--- src/rtl/mwmm_pkg.sv ---
package mwmm_pkg;

    // Operation codes of an input transaction
    typedef enum logic {
        OP_CELL  = 1'b0,
        OP_CLEAR = 1'b1
    } t_op;

    // One stored map entry
    typedef struct packed {
        logic [3:0] known;
        logic       seen;
        logic [3:0] wall;
    } t_cell_ent;

    // Width for coordinate compares against the grid size
    localparam int CMP_W = 6;

    // Raw wall bit of the neighbour that faces each side (N, E, S, W)
    localparam logic [1:0] OPP_BIT [4] = '{2'd1, 2'd0, 2'd3, 2'd2};

    // Reverse a nibble: raw bit3 north ... bit0 west into bit0 north ... bit3 west
    function automatic logic [3:0] flip4(input logic [3:0] v);
        flip4 = {v[0], v[1], v[2], v[3]};
    endfunction

endpackage

--- src/rtl/maze_wall_map_merge.sv ---
// A cell is registered in stage one, then its result in the output register.
// Throughput: one cell per cycle unless the output stalls or a clear pass runs;
// the single map memory does one read and one write each cycle, and a
// back-to-back access to the same cell is forwarded. Reset (synchronous, active
// low) and the clear opcode both start a pass that zeroes the map memory with o_ready held low.
module maze_wall_map_merge import mwmm_pkg::*; #(
    parameter int GRID_SIZE = 16
) (
    input  logic        i_clk,
    input  logic        i_rst_n,
    input  logic        i_valid,
    output logic        o_ready,
    input  logic [0:0]  i_opcode,
    input  logic [3:0]  i_cell_x,
    input  logic [3:0]  i_cell_y,
    input  logic [7:0]  i_cell_raw,
    input  logic [7:0]  i_north_raw,
    input  logic [7:0]  i_east_raw,
    input  logic [7:0]  i_south_raw,
    input  logic [7:0]  i_west_raw,
    input  logic        i_cell_visited,
    input  logic        i_last_cell,
    output logic        o_valid,
    input  logic        i_ready,
    output logic [3:0]  o_known_dirs,
    output logic [3:0]  o_wall_dirs,
    output logic        o_conflict,
    output logic        o_pass_done,
    output logic        o_pass_ok,
    output logic        o_map_changed,
    output logic [31:0] o_generation_count,
    output logic [31:0] o_epoch_count
);

    localparam int CELLS = GRID_SIZE * GRID_SIZE;
    localparam int AW    = $clog2(CELLS);
    localparam int EW    = $bits(t_cell_ent);

    // Stage one contents
    typedef struct packed {
        t_op          op;
        logic         last;
        logic         visited;
        logic         in_grid;
        logic         bad;
        logic [AW-1:0] addr;
        logic [3:0]   known;
        logic [3:0]   wall;
    } t_s1;

    logic          in_fire, s1_fire, s1_wr;
    logic          r_s1_valid, n_s1_valid;
    t_s1           r_s1, n_s1;

    logic          r_clr_busy;
    logic [AW-1:0] r_clr_addr;

    logic          r_fwd_valid;
    logic [AW-1:0] r_fwd_addr;
    t_cell_ent     r_fwd_data;

    logic          r_pass_changed, r_pass_corrected, r_pass_aborted;
    logic          n_pass_changed, n_pass_corrected, n_pass_aborted;
    logic [31:0]   r_gen, n_gen, r_epoch, n_epoch;

    logic          r_o_valid;
    logic [3:0]    r_known_dirs, n_known_dirs, r_wall_dirs, n_wall_dirs;
    logic          r_conflict, n_conflict, r_pass_done, n_pass_done;
    logic          r_pass_ok, n_pass_ok, r_map_changed, n_map_changed;

    logic          ram_we;
    logic [AW-1:0] ram_waddr;
    t_cell_ent     ram_wdata, ram_rdata, cur;
    logic [EW-1:0] ram_rdata_bits;

    // Neighbor bytes and derived side values of the incoming cell
    logic [7:0]       nb [4];
    logic [CMP_W-1:0] xw, yw, gw;
    logic [3:0]       side_edge, k0, w0, kf, wf, bad_d;
    logic [1:0]       ob;
    logic             oknown, owall;

    assign in_fire = i_valid & o_ready;
    assign s1_fire = r_s1_valid & (~r_o_valid | i_ready);
    assign o_ready = ~r_clr_busy & ~(r_s1_valid & (r_s1.op == OP_CLEAR))
                   & (~r_s1_valid | s1_fire);

    assign nb[0] = i_north_raw;
    assign nb[1] = i_east_raw;
    assign nb[2] = i_south_raw;
    assign nb[3] = i_west_raw;
    assign xw = CMP_W'(i_cell_x);
    assign yw = CMP_W'(i_cell_y);
    assign gw = CMP_W'(GRID_SIZE);

    // Mark grid edges
    always_comb begin
        side_edge[0] = (yw + CMP_W'(1)) >= gw;
        side_edge[1] = (xw + CMP_W'(1)) >= gw;
        side_edge[2] = (i_cell_y == 4'd0) || (yw >= gw);
        side_edge[3] = (i_cell_x == 4'd0) || (xw >= gw);
    end

    // Merge each side with the facing side of its neighbor
    always_comb begin
        k0 = flip4(~(i_cell_raw[7:4] ^ i_cell_raw[3:0]));
        w0 = flip4(i_cell_raw[3:0]);
        for (int d = 0; d < 4; d++) begin
            ob       = OPP_BIT[d];
            oknown   = ~(nb[d][ob] ^ nb[d][{1'b1, ob}]);
            owall    = nb[d][ob];
            bad_d[d] = ~side_edge[d] & oknown & k0[d] & (owall ^ w0[d]);
            kf[d]    = side_edge[d] | k0[d] | oknown;
            wf[d]    = side_edge[d] | (oknown ? owall : w0[d]);
        end
    end

    // Load stage one
    always_comb begin
        n_s1.op      = t_op'(i_opcode);
        n_s1.last    = i_last_cell;
        n_s1.visited = i_cell_visited;
        n_s1.in_grid = (xw < gw) && (yw < gw);
        n_s1.bad     = |bad_d;
        n_s1.addr    = AW'(int'(i_cell_y) * GRID_SIZE + int'(i_cell_x));
        n_s1.known   = kf;
        n_s1.wall    = wf;
        n_s1_valid   = in_fire | (r_s1_valid & ~s1_fire);
    end

    always_ff @(posedge i_clk) begin
        if (!i_rst_n) begin
            r_s1_valid <= 1'b0;
        end else begin
            r_s1_valid <= n_s1_valid;
        end
    end

    always_ff @(posedge i_clk) begin
        if (in_fire) begin
            r_s1 <= n_s1;
        end
    end

    // Map memory: clearing pass or cell write-back
    assign s1_wr = s1_fire & (r_s1.op == OP_CELL) & ~r_pass_aborted & ~r_s1.bad
                 & r_s1.in_grid;
    assign ram_we    = r_clr_busy | s1_wr;
    assign ram_waddr = r_clr_busy ? r_clr_addr : r_s1.addr;
    always_comb begin
        ram_wdata.known = r_clr_busy ? 4'd0 : r_s1.known;
        ram_wdata.wall  = r_clr_busy ? 4'd0 : r_s1.wall;
        ram_wdata.seen  = r_clr_busy ? 1'b0 : r_s1.visited;
    end

    mwmm_ram #(
        .WIDTH (EW),
        .DEPTH (CELLS)
    ) u_map_ram (
        .i_clk   (i_clk),
        .i_we    (ram_we),
        .i_waddr (ram_waddr),
        .i_wdata (ram_wdata),
        .i_re    (in_fire),
        .i_raddr (n_s1.addr),
        .o_rdata (ram_rdata_bits)
    );
    assign ram_rdata = t_cell_ent'(ram_rdata_bits);

    // Forward the last write over a read that raced it
    assign cur = (r_fwd_valid && (r_fwd_addr == r_s1.addr)) ? r_fwd_data : ram_rdata;

    always_ff @(posedge i_clk) begin
        if (!i_rst_n) begin
            r_fwd_valid <= 1'b0;
        end else if (s1_fire && (r_s1.op == OP_CLEAR)) begin
            r_fwd_valid <= 1'b0;
        end else if (s1_wr) begin
            r_fwd_valid <= 1'b1;
        end
    end

    always_ff @(posedge i_clk) begin
        if (s1_wr) begin
            r_fwd_addr <= r_s1.addr;
            r_fwd_data <= ram_wdata;
        end
    end

    // Sweep the memory to zero after reset and clear
    always_ff @(posedge i_clk) begin
        if (!i_rst_n) begin
            r_clr_busy <= 1'b1;
            r_clr_addr <= '0;
        end else if (r_clr_busy) begin
            r_clr_addr <= r_clr_addr + AW'(1);
            if (r_clr_addr == AW'(CELLS - 1)) begin
                r_clr_busy <= 1'b0;
            end
        end else if (s1_fire && (r_s1.op == OP_CLEAR)) begin
            r_clr_busy <= 1'b1;
            r_clr_addr <= '0;
        end
    end

    // Compare with stored entry, update pass flags and counters
    always_comb begin
        logic [1:0] ep_inc;
        ep_inc           = 2'd0;
        n_pass_changed   = r_pass_changed;
        n_pass_corrected = r_pass_corrected;
        n_pass_aborted   = r_pass_aborted;
        n_gen            = r_gen;
        n_epoch          = r_epoch;
        n_known_dirs     = 4'd0;
        n_wall_dirs      = 4'd0;
        n_conflict       = 1'b0;
        n_pass_done      = 1'b0;
        n_pass_ok        = 1'b0;
        n_map_changed    = 1'b0;
        if (r_s1.op == OP_CLEAR) begin
            n_pass_changed   = 1'b0;
            n_pass_corrected = 1'b0;
            n_pass_aborted   = 1'b0;
            n_gen            = 32'd0;
            n_epoch          = 32'd1;
        end else begin
            if (!r_pass_aborted) begin
                if (r_s1.bad) begin
                    n_pass_aborted = 1'b1;
                    n_conflict     = 1'b1;
                end else begin
                    n_known_dirs = r_s1.known;
                    n_wall_dirs  = r_s1.wall;
                    if (r_s1.in_grid) begin
                        if (((cur.known & ~r_s1.known) != 4'd0)
                            || (((cur.wall ^ r_s1.wall) & cur.known) != 4'd0)
                            || (cur.seen && !r_s1.visited)) begin
                            n_pass_corrected = 1'b1;
                        end
                        if ((cur.known != r_s1.known) || (cur.wall != r_s1.wall)
                            || (cur.seen != r_s1.visited)) begin
                            n_pass_changed = 1'b1;
                        end
                    end
                end
            end
            if (r_s1.last) begin
                n_pass_done   = 1'b1;
                n_pass_ok     = ~n_pass_aborted;
                n_map_changed = n_pass_changed;
                if (!n_pass_aborted) begin
                    ep_inc = {1'b0, n_pass_corrected};
                    if (n_pass_changed) begin
                        if (r_gen == 32'hFFFF_FFFF) begin
                            ep_inc = ep_inc + 2'd1;
                            n_gen  = 32'd1;
                        end else begin
                            n_gen = r_gen + 32'd1;
                        end
                    end
                    n_epoch = r_epoch + 32'(ep_inc);
                end
                n_pass_changed   = 1'b0;
                n_pass_corrected = 1'b0;
                n_pass_aborted   = 1'b0;
            end
        end
    end

    always_ff @(posedge i_clk) begin
        if (!i_rst_n) begin
            r_pass_changed   <= 1'b0;
            r_pass_corrected <= 1'b0;
            r_pass_aborted   <= 1'b0;
            r_gen            <= 32'd0;
            r_epoch          <= 32'd1;
        end else if (s1_fire) begin
            r_pass_changed   <= n_pass_changed;
            r_pass_corrected <= n_pass_corrected;
            r_pass_aborted   <= n_pass_aborted;
            r_gen            <= n_gen;
            r_epoch          <= n_epoch;
        end
    end

    // Hold the result until the consumer takes it
    always_ff @(posedge i_clk) begin
        if (!i_rst_n) begin
            r_o_valid <= 1'b0;
        end else begin
            r_o_valid <= s1_fire | (r_o_valid & ~i_ready);
        end
    end

    always_ff @(posedge i_clk) begin
        if (s1_fire) begin
            r_known_dirs  <= n_known_dirs;
            r_wall_dirs   <= n_wall_dirs;
            r_conflict    <= n_conflict;
            r_pass_done   <= n_pass_done;
            r_pass_ok     <= n_pass_ok;
            r_map_changed <= n_map_changed;
        end
    end

    assign o_valid            = r_o_valid;
    assign o_known_dirs       = r_known_dirs;
    assign o_wall_dirs        = r_wall_dirs;
    assign o_conflict         = r_conflict;
    assign o_pass_done        = r_pass_done;
    assign o_pass_ok          = r_pass_ok;
    assign o_map_changed      = r_map_changed;
    assign o_generation_count = r_gen;
    assign o_epoch_count      = r_epoch;

endmodule

--- src/rtl/mwmm_ram.sv ---
module mwmm_ram #(
    parameter int WIDTH = 9,
    parameter int DEPTH = 256,
    localparam int AW   = $clog2(DEPTH)
) (
    input  logic             i_clk,
    input  logic             i_we,
    input  logic [AW-1:0]    i_waddr,
    input  logic [WIDTH-1:0] i_wdata,
    input  logic             i_re,
    input  logic [AW-1:0]    i_raddr,
    output logic [WIDTH-1:0] o_rdata
);

    logic [WIDTH-1:0] r_mem [DEPTH];
    logic [WIDTH-1:0] r_rdata;

    // Write port
    always_ff @(posedge i_clk) begin
        if (i_we) begin
            r_mem[i_waddr] <= i_wdata;
        end
    end

    // Registered read, held while not enabled
    always_ff @(posedge i_clk) begin
        if (i_re) begin
            r_rdata <= r_mem[i_raddr];
        end
    end

    assign o_rdata = r_rdata;

endmodule

--- config.mk ---
export PLATFORM = sky130hd
export DESIGN_NAME = maze_wall_map_merge
export DESIGN_NICKNAME = d
export VERILOG_FILES = /design/src/rtl/mwmm_pkg.sv /design/src/rtl/maze_wall_map_merge.sv /design/src/rtl/mwmm_ram.sv
export SDC_FILE = /design/constraint.sdc
export NUM_CORES = 2
export LEC_CHECK = 0
export BUFFER_PORTS_ARGS = -buffer_cell sky130_fd_sc_hd__buf_2
export CAP_MARGIN = 20
export CORE_ASPECT_RATIO = 1.2
export CORE_MARGIN = 5
export CORE_UTILIZATION = 31
export DETAILED_ROUTE_END_ITERATION = 7
export PLACE_DENSITY = 0.58
export SKIP_LAST_GASP = 1
export SLEW_MARGIN = 20
export SYNTH_ARGS = -nofsm -noshare
export SYNTH_HDL_FRONTEND = slang
export SYNTH_SLANG_ARGS = --single-unit
--- constraint.sdc ---
create_clock -name i_clk -period 8.7 [get_ports i_clk]
set_input_delay 0.87 -clock i_clk [delete_from_list [all_inputs] [get_ports i_clk]]
set_output_delay 0.87 -clock i_clk [all_outputs]
set_load 0.02 [all_outputs]
==> metrics.cfg <==
[setup_path]
critPathRequiredTime_ps=9500
crit_arrival_ps=7020
rrSetupSlack_ps=2480
critPathKind=flop to flop
start_kind=flop
cpMaxStageDelayCell=a2111oi_0
endpoint=o_epoch_count[30]
endpoint_kind=flop
worstRegToRegCells=19
path_depth=19
worstReg2RegStart=r_s1[10]
cp_max_fo=7
cp_cell_sequence=xnor2_1, nand3_1, nor3_2, mux2_2, ha_1, or4_1, a2111oi_0, o21ai_0, a21o_1, ha_1, o32a_2, ha_1, fa_1, nand4_1, nor4_1, and2_1, nand3_1, or3_1, a21oi_1
r2r_end=o_epoch_count[30]
cp_num_buf_inv=0
crit_start=r_s1[10]
critPathMostFrequentCell=ha_1
critPathTopFamily=simple AND/OR/NAND/NOR gates
slowest_delay_ps=550

[power]
p_seq_share_pct=54.4
pwr-share-clk_pct=41.7
p_switching_mw=4.82
cellInternalPower_mw=18.5
comb_power_share_pct=3.9
ir_drop_uv=157
powerDensity_mw_per_mm2=216
swShare_pct=20.6
leakage_nw=35.7

[sta]
rsz0062_at_grt=false
tightestPinTransition_ps=1240
layout_min_cycle_time_ps=6220
fin_crit_sh_pct=71.5
slew_headroom_pct=17.2
hold_slack_ps=186
setup_viol=0
setup_tns_ps=0
hold_viol_final=0
skew_ps=63.8
finalMaxSlewViolations=0
max_freq_ghz=0.161

[floorplan]
die_y_um=619
coreArea_sq_mm=0.307
die_area_sq_mm=0.320
io-pin-count=133
initial_utilization_pct=31.1
die_w_um=517
std_cell_rows=223

[clocking]
htree_num_levels=4
cts_resized=0
cts_tree=yes
cts.sinks=2441
post_cts_buffers=0
path_clk_slew_ps=60
cts-hold-fix-buffers=0
root_buffer=clkbuf_16
cts_made_buffers=226
cts_max_path_buffers=4
clock_latency_ps=890

[logic_synthesis]
avgSynthCellArea_sq_um=20.2
synth.top_cells.by_count=edfxtp_1 (2362), mux4_2 (549), nor2_1 (357), mux2i_1 (186), clkbuf_1 (141)
synth_most_common_cell=edfxtp_1
ys_async_sr_fraction_pct=0
ys_types=72
ys_ff_latch=2441
ys_warn_count=0
synth-seq-area-share_pct=75.8
synthFlopType=edfxtp_1
syn-num-nets=4803
synth_cells=4737
synthTopCellsByArea=edfxtp_1 (74%), mux4_2 (13%), mux2i_1 (1.9%)
yosysTopAreaCell=edfxtp_1
synth_area_sq_mm=0.0957
synth_edf_count=2362
synth_top_area_share_pct=74.1

[routing]
postRouteAntennaNets=0
first_pass_iters=7
vias=47100
drc_errors=0
wirelength_mm=240
via_per_inst=5.16
wl_per_cell_um=26.3
drtIter0Drc=4819

[global_route]
grt_pass1_vias=47700
grt_usage_pct=14.6
grt_pass1_wl_mm=346
grt_max_degree=185
gr-total-overflow=0
antenna_found_initial=7

[finish]
drive_gt1_share_pct=23.5
fillCellCount=28300
syn2layout_area_growth_pct=13.1
layout.nets=4969
fin_area_sq_mm=0.108
final_cells=9131

[flow_run]
drv_cap=0

[placed_design]
dpl_cell_area_sq_mm=0.101
gp_congestion=0.790
portBuffers=108
hpwl_mm=136
numPlacedInstances=8725

[worst_hold_path]
hold_class=input port to flop

[run_status]
status=finished clean

==> layer usage <==
| layer | vias to the layer above | wire length, um | track usage [%] |
|---|---|---|---|
| li1 | 19900 | - | - |
| met3 | 351 | 16900 | 2.55 |
| met4 | 2 | 7910 | 4.68 |
| met1 | 25200 | 96300 | 19.3 |
| met2 | 1698 | 119000 | 24.6 |
| met5 | - | 7 | 0 |
==> placed cells by master, fill, tap and decap left out, types with 83 or more instances in the layout <==
cell	instances
a21oi_1	92
buf_4	86
nor2_1	352
buf_2	103
clkbuf_16	231
mux2_2	83
mux2i_1	186
mux4_2	549
nand2_1	115
edfxtp_1	2362
==> flip-flops by register name, summed over array words and instances (netlist names), 4 cells and up <==
register	cells
u_map_ram.r_mem	2304
o_epoch_count	32
o_generation_count	32
r_s1	20
r_fwd_data	9
u_map_ram.o_rdata	9
r_clr_addr	8
r_fwd_addr	8
o_known_dirs	4
o_wall_dirs	4
==> worst reg2reg max path: cells and delay by family, from the launching register on <==
kind	cells	cell delay, ps
AND/OR/NAND/NOR	8	2790
AO/OA/AOI/OAI	5	1310
XOR/XNOR	1	280
multiplexers	1	410
flip-flops	1	510
adder cells (fa/ha/maj)	4	860
==> how the worst min path moves through the flow <==
stage / startpoint / to / slack, ps / depth (start not counted)
2_1_floorplan: r_pass_corrected / r_pass_corrected / 460 / 2
3_3_place_gp: o_generation_count[27] / o_generation_count[27] / 470 / 2
6_report: i_cell_visited / r_s1[18] / 190 / 1
4_1_cts: i_cell_visited / r_s1[18] / 110 / 1
5_1_grt: i_cell_visited / r_s1[18] / 130 / 1
3_5_place_dp: o_generation_count[10] / o_generation_count[10] / 480 / 1
==> through the flow <==
step	setup WS, ps	util [%]	power [mW]
after global routing	1840	35.2	24.0
after detailed placement	2550	32.9	13.9
final	2480	35.2	23.4
after floorplan	113	-	13.5
after CTS	2530	35.2	23.6
after global placement	2500	32.9	13.9
==> power groups by stage <==
stage          Sequential (mW)  Clock, mW  Combinational, mW
6_report                  12.7       9.74              0.907
5_1_grt                   12.7       10.4              0.949
4_1_cts                   12.7       9.94              0.921
3_5_place_dp              13.0          0              0.917
3_3_place_gp              13.0          0              0.916
2_1_floorplan             13.0          0              0.582
==> logic make-up after synthesis <==
kind of cell,share of synthesized area [%]
multiplexers,15.8
XOR/XNOR,0.385
buffers and inverters,1.41
adder cells (fa/ha/maj),0.152
flip-flops,75.8
AND/OR/NAND/NOR,3.27
AO/OA/AOI/OAI,3.15
==> cell type report <==
cell class / instances / area, sq um / area share [%]
Clock inverter: 123 / 1130 / 1.05
Tap cell: 4050 / 5070 / 4.68
Timing Repair Buffer: 208 / 1500 / 1.39
Antenna cell: 1 / 2.50 / 0.00231
Sequential cell: 2441 / 72500 / 67.0
Multi-Input combinational cell: 2005 / 22000 / 20.3
Inverter: 21 / 78.8 / 0.0728
Clock buffer: 282 / 5980 / 5.53
(Power assumes the default switching activity.)
